## config.mk

```make
export PLATFORM = sky130hd
export DESIGN_NAME = swmc_age_ring
export DESIGN_NICKNAME = d
export VERILOG_FILES = /design/src/swmc_age_ring.sv
export SDC_FILE = /design/constraint.sdc
export NUM_CORES = 1
export LEC_CHECK = 0
export BUFFER_PORTS_ARGS = -buffer_cell sky130_fd_sc_hd__buf_2
export CAP_MARGIN = 20
export CORE_ASPECT_RATIO = 1.4
export CORE_UTILIZATION = 45
export CTS_CLUSTER_DIAMETER = 80
export DETAILED_ROUTE_END_ITERATION = 7
export PLACE_DENSITY = 0.64
export SYNTH_ARGS = -nofsm -noshare
export SYNTH_HDL_FRONTEND = slang
export SYNTH_SLANG_ARGS = --single-unit
```

## constraint.sdc

```tcl
create_clock -name clk -period 9.5 [get_ports clk]
set_clock_uncertainty 0.05 [all_clocks]
set_input_delay 0.95 -clock clk [delete_from_list [all_inputs] [get_ports clk]]
set_output_delay 0.95 -clock clk [all_outputs]
set_load 0.1 [all_outputs]
```

## src/swmc_age_ring.sv

```systemverilog
// ----------------------------------------------------------------------------
// Arrival order ring
// Samples in arrival order; one slot is read and rewritten per transfer.
// ----------------------------------------------------------------------------
module swmc_age_ring #(
    parameter int DEPTH       = 32,
    parameter int SAMPLE_BITS = 32,
    parameter int SW          = 5
) (
    input  logic                   clk,
    input  logic                   en,
    input  logic [SW-1:0]          addr,
    input  logic [SAMPLE_BITS-1:0] wdata,
    output logic [SAMPLE_BITS-1:0] rdata
);

    logic [SAMPLE_BITS-1:0] age_mem [DEPTH];
    logic [SAMPLE_BITS-1:0] rdata_reg;

    assign rdata = rdata_reg;

    // Read returns the sample being replaced.
    always_ff @(posedge clk)
    begin
        if (en)
        begin
            rdata_reg     <= age_mem[addr];
            age_mem[addr] <= wdata;
        end
    end

endmodule

```

Word level (Yosys, flattened, before mapping):

Memory sizes are Yosys's and may differ from the RTL's. A register that Yosys moved wholly into a read port is not among the register bits.
Cells that the tools add are included.

* muxes and demuxes: 2

Operators by type and width (number)
* two-way mux 1 bit: 2

* register bits: 0
* RAM bits: 1024
* input port bits: 39
* output and inout port bits: 32
* word-level logic and storage cells: 3
* memories: 1

Memories
* age_mem: depth 32, width 32, rd ports 1, clocked after memory_dff 1, wr ports 1, RTL line 17 `logic [SAMPLE_BITS-1:0] age_mem [DEPTH];`

Longest topological paths before layout:

Gate-level depths: netlist (run 1).

* depth after elaboration: 2
* depth in mapped cells: 8
* depth with buffers taken out: 4

Worst setup path after synthesis (run 1):

Ideal clock, no wire load.

* path type: input to register
* start point: in addr[1]
* end point: mem age_mem[27][0], enable pin
* library setup time: 461 ps
* data arrival time: 4158 ps
* data required time: 8989 ps
* path slack: 4831 ps
* cell stages on the path: 6
* buffers on the path: 4
* cell sequence: clkbuf_1 buf_4 buf_2 buf_2 nand3_1 nor3_1

RTL lines
* from (decl): RTL line 12 `input logic [SW-1:0] addr,`
* to (decl): RTL line 17

Straight into the memory's write port.

==> results of run 1 <==
==> synthesized netlist by cell type <==
master	instances	share of area
buf_6	19	0.0053
o22ai_1	256	0.040
mux2i_1	512	0.13
or3_1	1	0.00016
clkbuf_1	23	0.0022
buf_2	81	0.010
edfxtp_1	1056	0.79
nand4_1	1	0.00016
nor2_1	29	0.0027
nand3_1	2	0.00025
nor4_1	64	0.010
nand2_1	34	0.0032
or4b_4	3	0.0010
nor3_1	4	0.00050
nand4b_1	4	0.00087
or4_4	1	0.00028
or4b_1	1	0.00025
buf_1	1	0.000094
nand3b_1	4	0.00075
nand4bb_1	6	0.0017
or3b_2	3	0.00066
buf_4	2	0.00037
==> layout make-up <==
type	count	share of cell area
clock inverter	54	0.0143
tap	1179	0.0327
multi-input combinational	925	0.175
timing repair buffer	127	0.0182
antenna	2	0.000111
sequential	1056	0.703
clock buffer	116	0.0559
==> worst max-delay path: cells and delay by family <==
kind                   cells  cell delay (ns)
buffers and inverters      3             2.13
AND/OR/NAND/NOR            2             0.66
multiplexers               1             0.28
AO/OA/AOI/OAI              1             0.12
==> metrics by stage <==
stage	instance area, sq um	utilization	instances	hold slack, ns	total power (W)
global route	45100	0.511	3457	0.709	0.00990
CTS	45000	0.510	3456	0.679	0.00970
global placement	41900	0.474	3286	0.657	0.00582
finish	45100	0.511	3459	0.681	0.00967
floorplan	40100	-	2107	0.601	0.00564
detailed placement	41900	0.474	3286	0.673	0.00583
==> worst paths after layout <==
path	endpoint	slack [ns]
setup / recovery	rdata[29]	5.28
hold / removal	rdata[20]	0.68
setup reg to reg	rdata[13]	7.57
hold reg to reg	rdata[20]	0.68
==> logic make-up after synthesis <==
kind of cell / synth area share
flops: 0.792
mux: 0.128
compound gates: 0.0400
simple gates: 0.0225
buf+inv: 0.0181
==> per-layer routing <==
| layer | global-route usage | vias to the layer above | wire [um] |
|---|---|---|---|
| li1 | - | 8793 | - |
| met1 | 0.291 | 10900 | 39900 |
| met2 | 0.412 | 854 | 54400 |
| met3 | 0.0357 | 215 | 7010 |
| met4 | 0.0814 | 4 | 3470 |
| met5 | 0 | - | 25 |
==> power by group through the flow <==
stage / Clock (W) / Sequential, W / Combinational (W)
after floorplan: 0 / 0.00542 / 0.000218
after global placement: 0 / 0.00533 / 0.000495
after detailed placement: 0 / 0.00533 / 0.000504
after CTS: 0.00396 / 0.00523 / 0.000505
after global routing: 0.00414 / 0.00523 / 0.000529
final: 0.00393 / 0.00523 / 0.000505
==> qor.yml, run 1 <==
outcome: "finished, final reports clean"
combPwrFrac: 0.052
layout-drive-gt1-share: 0.137
netSwitchingPower_w: 0.00207
first_global_vias: 20800
startpoint: "addr[1]"
synth_warnings: 0
path_max_fanout: 135
start_util: 0.454
clockBufferDepth: 3
grt_pass1_wl_mm: 148
slew-limit-headroom: 0.248
drt_pass1_iterations: 7
leakage_nw: 15.4
min_period_over_period: 0.444
initialDrtViolationCount: 2231
max_slew.worst_pin.slew_ns: 1.13
cts_hold_buffers: 0
crit_chain: "buf_8 -> buf_12 -> buf_4 -> mux2i_1 -> o22ai_1 -> nor4_1 -> nand2_1"
numClockSinks: 1056
vias: 20700
insertion_delay_ns: 0.67
gp_congestion: 0.777
ys_seq_area_frac: 0.792
io_pins: 71
clock_power_share: 0.407
grt_max_degree: 136
fillers: 7026
wl_per_cell_um: 30.3
setup_violations: 0
dieArea_sq_um: 90200
worst-setup-path-type: "primary input to flop"
worstSetupStartpointType: "primary input"
postSynthCellCount: 2107
maxSlewViolCount: 0
core-area_sq_um: 88300
avgSynthCellArea_sq_um: 19.0
rsz0062_at_grt: "no"
syn_to_final_growth_pct: 12.5
crit_arrival_ns: 4.56
multi_input_area_sq_um: 7900
powerDensity_nw_per_um2: 214
ys_ff_latch: 1056
synth_nets: 2146
min_from: "age_mem[29][20]"
num_rows: 129
totalWireLength_mm: 105
ys_types: 22
timing.fmax_mhz: 237
reg2regPathDepth: 4
cp.required_ns: 9.84
critPathSlowestCell: "buf_4"
hpwl_mm: 56.3
max_stage_delay_ns: 0.89
whs_path_depth: 4
place.port_buffers: 70
synth_area_sq_um: 40100
grt_usage: 0.234
grt_overflow: 0
largest_reg_flops: 1024
ctsResizeCount: 0
holdCritPathClass: "flop to flop"
via_per_inst: 5.99
nNetsFinal: 2245
final.setup.tns_ns: 0
cts_made_buffers: 96
p_sw_frac: 0.214
area.sequential_sq_um: 31700
regToRegStartpoint: "age_mem[27][13]"
cts_root_buffer: "clkbuf_16"
cts_max_level: 3
max_cap_viol_count: 0
final_hold_viol_count: 0
worst_slack_ns: 5.28
ir_drop_uv: 177
cts_tree: "done"
clkTransAtPathRegs_ns: 0.06
route.detailed.drc: 0
cts_setup_buffers: 0
antenna_found_initial: 11
dp_slack_ns: 4.62
layout_commonest_cell: "edfxtp_1"
final_antenna_net_count: 0
dieHeight_um: 355
crit_path_end_kind: "flop"
final_cell_mix: "edfxtp_1 (1056), mux2i_1 (512), o22ai_1 (256)"
layout_min_cycle_time_ns: 4.22
die_w_um: 254
p_int_w: 0.00760
sequentialPowerShare: 0.541
Power figures use the tool's default switching activity.
==> run 2: changes to the inputs <==
- ABC_AREA: unset -> 1
- clock period: 9.5 -> 4.2 ns (I/O delays scaled with it)
==> qor.yml, run 2 <==
maxSlewViolCount: 0
avgSynthCellArea_sq_um: 10.6
die_w_um: 264
cts_hold_buffers: 0
dieHeight_um: 369
cts_tree: "done"
gp_congestion: 0.820
max_cap_viol_count: 0
num_rows: 134
worst-setup-path-type: "primary input to flop"
synth_nets: 4130
timing.fmax_mhz: 432
post-synth-top-count-cell: "nand2_1"
area.sequential_sq_um: 31700
grt_overflow: 0
place_area_sq_um: 45500
first_global_vias: 26100
cp.required_ns: 4.51
ir_drop_uv: 299
fin_cells: 5441
reg2regPathDepth: 8
place.port_buffers: 70
fillers: 8265
min_period_over_period: 0.551
antenna_found_initial: 11
ys_ff_latch: 1056
path_max_fanout: 77
final_area_sq_um: 48500
yosys-top-cells-area: "edfxtp_1 (73%), nand2_1 (24%), clkbuf_1 (1.0%)"
clkTransAtPathRegs_ns: 0.06
r2r-end: "rdata[3]"
io_pins: 71
initialDrtViolationCount: 2453
nNetsFinal: 4180
regToRegStartpoint: "age_mem[20][3]"
multi_input_area_sq_um: 11000
postSynthCellCount: 4091
drt_pass1_iterations: 6
layout-drive-gt1-share: 0.0769
layout_min_cycle_time_ns: 2.31
wl_per_cell_um: 20.9
cts_max_level: 3
synth_area_sq_um: 43200
synth_warnings: 0
hpwl_mm: 59.6
numClockSinks: 1056
layout_commonest_cell: "nand2_1"
dieArea_sq_um: 97300
top_layer_used: "met5"
final_cell_mix: "nand2_1 (2720), edfxtp_1 (1056), clkbuf_16 (96)"
worstSetupStartpointType: "primary input"
largest_reg_flops: 1024
synth_top_area_cell: "edfxtp_1"
max_slew.worst_pin.slew_ns: 1.04
cts_root_buffer: "clkbuf_16"
synth-edff-count: 1056
insertion_delay_ns: 0.68
core-area_sq_um: 95200
final.setup.tns_ns: 0
setup_violations: 0
syn_to_final_growth_pct: 12.1
wl_met2_mm: 57.6
ys.flop_type: "edfxtp_1"
crit_arrival_ns: 2.62
ys_seq_area_frac: 0.733
outcome: "finished, final reports clean"
synth.top_cell.area_share: 0.733
cts_made_buffers: 93
holdCritPathClass: "primary input to flop"
startpoint: "addr[1]"
leakage_nw: 19.9
holdWs_ns: 0.188
cts_setup_buffers: 0
dr_wl_met3_mm: 6.83
async_flop_share: 0
rsz0062_at_grt: "no"
grt_usage: 0.236
totalWireLength_mm: 114
final_hold_viol_count: 0
powerDensity_nw_per_um2: 446
ys_types: 12
via_per_inst: 5.14
ctsResizeCount: 0
synth_common_cells: "nand2_1 (2720), edfxtp_1 (1056), clkbuf_1 (118)"
final_antenna_net_count: 0
grt_max_degree: 200
route.detailed.drc: 0
clockBufferDepth: 3
reg2reg_slack_ns: 2.76
vias: 28000
grt_pass1_wl_mm: 169
slew-limit-headroom: 0.304
crit_path_end_kind: "flop"
place_inst: 5270
crit_end: "age_mem[2][28]"
start_util: 0.454
min_from: "wdata[24]"
wl_met1_mm: 45.5
==> run 2: changes by cell type after synthesis, sizes merged, moves of 6 or more <==
| cell | delta |
|---|---|
| buf | -27 |
| clkbuf | +95 |
| inv | +12 |
| mux2i | -512 |
| nand2 | +2686 |
| nand4bb | -6 |
| nor2 | +67 |
| nor4 | -64 |
| o22ai | -256 |
==> run 2: critical path, cell delays in order <==
cell	delay [ns]
buf_8	0.48
nand3_1	0.51
buf_4	0.34
nor2_4	0.48
buf_12	0.30
==> run 2: kinds of logic after synthesis <==
group | after synthesis | share of synthesized area
buffers and inverters | 207 | 0.0199
flip-flops | 1056 | 0.733
AND/OR/NAND/NOR | 2828 | 0.247
==> run 2: layout make-up <==
class                           count  share of cell area
Timing Repair Buffer              149              0.0261
Inverter                           13             0.00132
Antenna cell                        3            0.000155
Clock buffer                      118              0.0513
Sequential cell                  1056               0.654
Multi-Input combinational cell   2828               0.226
Tap cell                         1224              0.0316
Clock inverter                     50             0.00940
==> run 2: how the worst min path moves through the flow <==
stage | end | slack [ns] | cells after the start
CTS | age_mem[27][24] | 0.15 | 1
finish | age_mem[27][24] | 0.19 | 1
global placement | rdata[22] | 0.70 | 8
floorplan | age_mem[0][0] | 0.47 | 0
detailed placement | rdata[22] | 0.71 | 8
global route | age_mem[5][5] | 0.19 | 1
==> run 2: stage by stage <==
step / utilization / setup WS, ns / power [W]
global placement: 0.478 / 1.28 / 0.0135
floorplan: - / 1.05 / 0.0129
global route: 0.509 / 1.84 / 0.0222
finish: 0.509 / 1.89 / 0.0216
detailed placement: 0.478 / 1.23 / 0.0135
CTS: 0.509 / 1.96 / 0.0218
==> run 2: report_power, final <==
group	internal (W)	leakage (nW)	total, W	switching, W
clock	0.00463	1.43	0.00839	0.00376
combinational	0.000298	8.91	0.00143	0.00113
sequential	0.0118	9.55	0.0118	0.0000456
==> run 2: layer usage <==
layer | vias to the layer above | global-route usage
li1 | 13400 | -
met1 | 13500 | 0.302
met2 | 906 | 0.407
met3 | 231 | 0.0316
met4 | 2 | 0.0903
met5 | - | 0
