$ cat src/swmc_pkg.sv
// ----------------------------------------------------------------------------
// Sliding window median cost package
// Fixed widths, register map and the control word of the sorted cell row.
// ----------------------------------------------------------------------------
package swmc_pkg;

    localparam int COST_BITS = 37;
    localparam int WS_BITS   = 6;
    localparam int ADDR_BITS = 3;

    // Register index, taken from paddr[2].
    localparam logic [0:0] REG_WINDOW_SIZE = 1'b0;
    localparam logic [WS_BITS-1:0] WINDOW_SIZE_RESET = 6'd3;

    typedef struct packed {
        logic upd;     // apply the remove/insert step this cycle
        logic rem_en;  // window is full: drop the oldest sample first
    } cell_ctrl_t;

endpackage

$ cat src/swmc_cell.sv
// ----------------------------------------------------------------------------
// Sorted row cell
// Holds one sorted sample, takes part in the remove/insert step with its
// neighbors and adds its absolute deviation to the passing partial sum.
// ----------------------------------------------------------------------------
module swmc_cell
    import swmc_pkg::*;
#(
    parameter int IDX         = 0,
    parameter int SAMPLE_BITS = 32,
    parameter int CW          = 6
) (
    input  logic                   clk,
    input  cell_ctrl_t             ctrl,
    input  logic [SAMPLE_BITS-1:0] v,
    input  logic [SAMPLE_BITS-1:0] old,
    input  logic [CW-1:0]          m,
    input  logic [CW-1:0]          k,
    input  logic [CW-1:0]          n,
    input  logic [SAMPLE_BITS-1:0] med,
    input  logic [SAMPLE_BITS-1:0] prev_t,
    input  logic                   prev_gt,
    input  logic                   prev_rm,
    input  logic [SAMPLE_BITS-1:0] next_s,
    input  logic [COST_BITS-1:0]   sum_in,
    output logic [SAMPLE_BITS-1:0] s,
    output logic [SAMPLE_BITS-1:0] t,
    output logic                   gt,
    output logic                   rm,
    output logic [COST_BITS-1:0]   sum_out
);

    logic [SAMPLE_BITS-1:0] val_reg;
    logic [SAMPLE_BITS-1:0] val_next;
    logic [COST_BITS-1:0]   sum_reg;
    logic [COST_BITS-1:0]   sum_next;
    logic [SAMPLE_BITS-1:0] diff;
    logic                   eq;

    assign s = val_reg;

    // The removed slot is the first copy of the old sample, or the top entry
    // when no copy is found. Every cell from there on takes its upper neighbor.
    assign eq = (val_reg == old) && (CW'(IDX) < m);
    assign rm = prev_rm || (ctrl.rem_en && (eq || ({1'b0, m} <= (CW + 1)'(IDX + 1))));
    assign t  = rm ? next_s : val_reg;
    assign gt = (CW'(IDX) >= k) || (t > v);

    always_comb
    begin
        if (!gt)
        begin
            val_next = t;
        end
        else if (!prev_gt)
        begin
            val_next = v;
        end
        else
        begin
            val_next = prev_t;
        end
    end

    assign diff     = (val_reg >= med) ? (val_reg - med) : (med - val_reg);
    assign sum_next = (CW'(IDX) < n) ? (sum_in + COST_BITS'(diff)) : sum_in;
    assign sum_out  = sum_reg;

    always_ff @(posedge clk)
    begin
        if (ctrl.upd)
        begin
            val_reg <= val_next;
        end
        sum_reg <= sum_next;
    end

endmodule

$ cat config.mk
export PLATFORM = sky130hd
export DESIGN_NAME = swmc_cell
export DESIGN_NICKNAME = d
export VERILOG_FILES = /design/src/swmc_pkg.sv /design/src/swmc_cell.sv
export SDC_FILE = /design/constraint.sdc
export NUM_CORES = 1
export LEC_CHECK = 0
export BUFFER_PORTS_ARGS = -buffer_cell sky130_fd_sc_hd__buf_2
export CAP_MARGIN = 10
export CELL_PAD_IN_SITES_DETAIL_PLACEMENT = 1
export CELL_PAD_IN_SITES_GLOBAL_PLACEMENT = 1
export CORE_ASPECT_RATIO = 1.25
export CORE_MARGIN = 2
export CORE_UTILIZATION = 32
export CTS_CLUSTER_SIZE = 24
export DETAILED_ROUTE_END_ITERATION = 8
export PLACE_DENSITY_LB_ADDON = 0.1
export SYNTH_ARGS = -nofsm -noshare
export SYNTH_HDL_FRONTEND = slang
export SYNTH_SLANG_ARGS = --single-unit
$ cat constraint.sdc
create_clock -name clk -period 15.3 [get_ports clk]
set_input_delay 3.06 -clock clk [delete_from_list [all_inputs] [get_ports clk]]
set_output_delay 3.06 -clock clk [all_outputs]
set_load 0.02 [all_outputs]
== Word-level counts from Yosys, hierarchy flattened ==
Cells that the tools add are included.

* Word-level logic and storage cells: 22
* Register bits after elaboration: 69

* Equality and inequality tests: 1
* Order comparisons: 6
* $add $sub $neg: 3
* Reductions and logical operators: 5
* Muxes and demuxes: 5

{| class="wikitable"
|+ Operators by type and width
! operator !! count
|-
| 32-bit two-way mux || 4
|-
| 32-bit subtractor || 2
|-
| 37-bit by 32-bit adder with 37-bit output || 1
|-
| 37-bit two-way mux || 1
|-
| 32-bit equality test || 1
|-
| 32-bit >= comparator || 1
|-
| 32-bit > comparator || 1
|-
| 1-bit by 6-bit less-than comparator with 1-bit output, first input constant || 2
|-
| 1-bit by 6-bit >= comparator with 1-bit output, first input constant || 1
|-
| 6-bit by 1-bit <= comparator with 1-bit output, second input constant || 1
|-
| 1-bit logical OR || 3
|-
| 1-bit logical AND || 2
|}

== Longest topological paths before layout ==
* Depth in word-level cells: 9
* Depth in mapped cells: 26
* Depth with buffers taken out: 23

== Least setup slack after synthesis ==
OpenSTA, ideal clock, no wires.

* Kind: input port to output port
* From: input port old[12]
* To: output port gt
* Stages: 18
* Data arrival time: 6.291 ns
* Path buffers: 3
* Slack: 5.949 ns
* Required time: 12.240 ns
* Cell sequence: xor2_1 > nor4_1 > nand4_1 > o22ai_1 > a21oi_1 > buf_2 > mux2_2 > ha_1 > nor2b_1 > o21a_1 > o21a_1 > o21ai_1 > a21oi_1 > o41ai_1 > o2111ai_1 > and2_1 > clkbuf_1 > buf_2

* Cells in the longest elaborated chain, start to end: 8

{| class="wikitable"
|+ Ends and longest elaborated chain
! what !! line !! RTL
|-
| start, declared || swmc_cell.sv:16 || <nowiki>input logic [SAMPLE_BITS-1:0] old,</nowiki>
|-
| 32-bit equality test || swmc_cell.sv:44 || <nowiki>assign eq = (val_reg == old) && (CW'(IDX) < m);</nowiki>
|-
| 1-bit logical AND || swmc_cell.sv:44 ||
|-
| 1-bit logical OR || swmc_cell.sv:45 || <nowiki>assign rm = prev_rm || (ctrl.rem_en && (eq || ({1'b0, m} <= (CW + 1)'(IDX + 1))));</nowiki>
|-
| 1-bit logical AND || swmc_cell.sv:45 ||
|-
| 1-bit logical OR || swmc_cell.sv:45 ||
|-
| 32-bit two-way mux || swmc_cell.sv:46 || <nowiki>assign t = rm ? next_s : val_reg;</nowiki>
|-
| net t[1] || swmc_cell.sv:27 || <nowiki>output logic [SAMPLE_BITS-1:0] t,</nowiki>
|-
| 32-bit > comparator || swmc_cell.sv:47 || <nowiki>assign gt = (CW'(IDX) >= k) || (t > v);</nowiki>
|-
| 1-bit logical OR || swmc_cell.sv:47 ||
|-
| end, declared || swmc_cell.sv:28 || <nowiki>output logic gt,</nowiki>
|}

The timed path passes the listed nets, and every way through them passes these cells.

== Worst setup path after layout ==
* From: input port old[7]
* To: output port gt

* Cells in the longest elaborated chain, start to end: 8

{| class="wikitable"
|+ Ends and longest elaborated chain
! what !! line
|-
| 32-bit equality test || swmc_cell.sv:44
|-
| 1-bit logical AND || swmc_cell.sv:44
|-
| 1-bit logical OR || swmc_cell.sv:45
|-
| 1-bit logical AND || swmc_cell.sv:45
|-
| 1-bit logical OR || swmc_cell.sv:45
|-
| 32-bit two-way mux || swmc_cell.sv:46
|-
| 32-bit > comparator || swmc_cell.sv:47
|-
| 1-bit logical OR || swmc_cell.sv:47
|}

No other way between the ends.

==> summary by stage <==
Floorplanning
The initial cell density of the core is 0.324. 323 I/O pins were placed. The die is between 150 and 200 um tall.

The floorplan row count is 71. The die span in x is 160 um. The area of the die is 31800 um^2. The total core area is around 30000 um^2.

Detailed routing
The mean number of vias per cell is 5.22. The mean routed wirelength per cell is roughly 19 um. For this block, the routed nets add up to ~37 mm of wire. The first routing iteration left around 260 violations. The post-detailed-route count of antenna-violating nets is 0. The routed layout has 10200 vias.

Before antenna repair, the detailed router went through 5 iterations. After detailed routing, the number of remaining DRC violations is 0.

Setup path
Data arrives at the worst endpoint at 7670 ps. The startpoint type of the worst setup path is a primary input. Along the worst path, the maximum fanout reaches 33. The cell class contributing the biggest share of worst-path delay is compound AO/OA/AOI/OAI gates. The path type of the worst setup path is in2out. Data on the critical path is required at its endpoint by ~12000 ps. The number of buffers and inverters on the critical path is 4.

The critical path's slowest cell is sky130_fd_sc_hd__nor4_1. Walking the worst path, the cells encountered are buf_2 -> xor2_1 -> nor4_1 -> nand4_1 -> o22ai_1 -> a21oi_4 -> buf_4 -> mux2_2 -> ha_1 -> nor2b_1 -> o21a_1 -> o21a_1 -> o21ai_1 -> a21oi_1 -> o41ai_1 -> o2111ai_2 -> and2_1 -> buf_4 -> buf_2. For this run, the slowest stage of the critical path takes 760 ps. The kind of end point of the critical path is a primary output.

Yosys
The total number of yosys warnings is 0. Synthesis inferred 69 register bits. The average cell area after synthesis is 7.76 um^2.

The instance count of the mapped netlist is 1253. The number of nets handed over by synthesis was 1603. The most used standard cell by instance count after synthesis is sky130_fd_sc_hd__a21oi_1. The cell taking the most area after synthesis is sky130_fd_sc_hd__ha_1. In the synthesized netlist, the cells that appear most often are sky130_fd_sc_hd__a21oi_1 (192), sky130_fd_sc_hd__ha_1 (127), sky130_fd_sc_hd__inv_1 (127). Summing every instance area after synthesis gives 9720 um^2. Of the post-synthesis cell area, the dominant cell type holds 0.163. The most common flop cell mapped by yosys is sky130_fd_sc_hd__dfxtp_1. In the post-synthesis netlist, the biggest area contributors are sky130_fd_sc_hd__ha_1 (16%), sky130_fd_sc_hd__a21oi_1 (9.9%), sky130_fd_sc_hd__edfxtp_1 (9.9%), sky130_fd_sc_hd__dfxtp_1 (7.6%), sky130_fd_sc_hd__xor2_1 (5.3%). Counting distinct cell types in the post-synthesis netlist gives between 70 and 80.

Of the synthesized area, sequential elements account for 0.175. In this run, synthesis inferred 32 flip-flops with an integrated enable. Counting flops with an async set or reset pin after synthesis yields a share of 0.

Finish
Summing all multi-input logic gate instances after layout gives 7230 um^2. The final net count is between 1500 and 2000. In the final layout, flip-flops and latches occupy 1700 um^2. The area overhead of the layout relative to synthesis is 22.3%. The filler cells instantiated in the layout total 3874.

The share of post-route cells with drive strength above 1 is 0.256. The post-route cell area is 11900 um^2.

Power and ir drop
Of the total power, the share spent switching nets is 0.502. The worst-case IR drop observed on VDD is 0.0575 mV. Summed over all cells, the static leakage comes to 5.96 nW.

The clock share of power is 0.119. The design draws 1.86 mW. The total internal power is 0.927 mW. The share of total power dissipated in sequential elements is 0.170. For this design the total switching power over the nets is 0.932 mW. Power spread over the standard cell area amounts to 156 nW/um^2. Of the total power, combinational logic draws 0.711.

Clocking
After clock tree synthesis, the setup repair step added 0 buffers. Gates resized during post-CTS repair numbered 0. CTS built an H-tree with a depth of 3. The CTS root buffer is sky130_fd_sc_hd__clkbuf_16.

The number of clock sinks is 69. For the worst-skew pair, the clock arrives at the later sink with an insertion delay of 360 ps. The clock edge transition at the registers on the reported setup and hold paths is 60 ps. The TritonCTS buffer count is 9. The deepest clock path buffer count is 2. The number of hold buffers added after CTS was 0. TritonCTS built the clock tree.

STA
The maximum clock rate is 0.0932 GHz. The number of failing setup endpoints in the final timing report is 0. Headroom to the max-slew limit came out at 0.280. The summed negative setup slack over all endpoints is 0 ps. Setup repair after global routing left no endpoint under its margin. The part of the cycle the worst path needs is 0.701. The number of pins exceeding their max-slew limit in the final report is 0. The count of final hold-check violations is 0. The hold slack is 902 ps.

The shortest period the worst path allows is 10730 ps. For the pin with the worst max-slew slack, the measured transition is 1080 ps. The post-route clock skew is 10.6 ps.

Hold path
The path class of the tightest hold or removal check is reg2reg.

Place
The wire-length estimate of the detail-placed layout is just over 30 mm. The final weighted congestion in routability-driven placement is roughly 0.86. The number of buffer cells added on primary ports is 321. The instance area after placement is 11600 um^2.

Global route
The number of global-route vias before repair came to ~10000. Across every metal layer, demand over resource in global routing totals 0.231. Summed over all layers, the global routing overflow is 0.

The first-pass GRT wire length is 57.3 mm. Entering global routing, the biggest net connects between 50 and 60 pins. The number of antenna violations at the first check in global routing is 10.

Flow run
Across the run, the number of max-cap violations was 0.

Outcome
The run finished with clean final reports.
## sequential cells by signal (all words and copies together) (netlist names)
register and flops:
s 32, sum_out 37
## per-stage QoR
step                setup slack, ps  utilization  cells
finish                         4570        0.396   1946
global route                   4250        0.396   1942
CTS                            4520        0.395   1938
detailed placement             4530        0.385   1922
global placement               4550        0.385   1922
floorplan                      5950            -   1253
## worst register-to-register path: cells and delay by family (launching register included)
family / cells / cell delay, ps
compound gates: 6 / 1810
flops: 1 / 480
fa+ha+maj: 2 / 970
simple gates: 6 / 2100
xor+xnor: 2 / 330
mux: 1 / 190
## power groups by stage
stage	registers (mW)	logic [mW]	clock network, mW
global route	0.325	1.48	0.235
global placement	0.321	1.31	0
floorplan	0.390	0.905	0
finish	0.316	1.32	0.222
detailed placement	0.322	1.32	0
CTS	0.318	1.33	0.227
## area by class of cell
cell class / count / area share
Multi-Input combinational cell: 998 / 0.608
Sequential cell: 69 / 0.143
Timing Repair Buffer: 327 / 0.139
Tap cell: 401 / 0.0422
Inverter: 127 / 0.0401
Clock buffer: 13 / 0.0245
Antenna cell: 8 / 0.00168
Clock inverter: 3 / 0.00126
## final timing paths
path	slack, ps	endpoint	from	cells after the start
worst max-delay path	4570	gt	old[7]	19
worst min-delay path	900	s[8]	s[8]	3
worst max register to register	9300	sum_out[33]	s[7]	17
worst min register to register	900	s[8]	s[8]	3
## metal layers
layer	up-vias	global-route usage	share of wire
li1	5060	-	-
met1	4784	0.265	0.42
met2	259	0.422	0.50
met3	53	0.0532	0.053
met4	6	0.0811	0.027
met5	-	0	0.0011
## cells in the final DEF (no fill, tap or decap), types with 27 or more instances in the layout
cell type                  count
sky130_fd_sc_hd__buf_2       321
sky130_fd_sc_hd__xnor2_1      33
sky130_fd_sc_hd__ha_1        127
sky130_fd_sc_hd__nand2_1      76
sky130_fd_sc_hd__edfxtp_1     32
sky130_fd_sc_hd__inv_1       127
sky130_fd_sc_hd__nor2_1       75
sky130_fd_sc_hd__a21o_1       61
sky130_fd_sc_hd__mux2_2       32
sky130_fd_sc_hd__dfxtp_1      37
sky130_fd_sc_hd__mux2i_1      45
sky130_fd_sc_hd__o21ai_0      45
sky130_fd_sc_hd__a21oi_1     191
sky130_fd_sc_hd__nand4_1      27
sky130_fd_sc_hd__xor2_1       59
## cells by family (layout without fill, tap and decap cells)
logic type	Yosys count	in the layout	synth area share
compound gates	423	423	0.266
xor+xnor	92	92	0.0829
fa+ha+maj	130	130	0.170
buf+inv	186	470	0.0839
flops	69	69	0.175
mux	78	78	0.0845
other cells	0	8	0
simple gates	275	275	0.138
(Power assumes the default switching activity.)
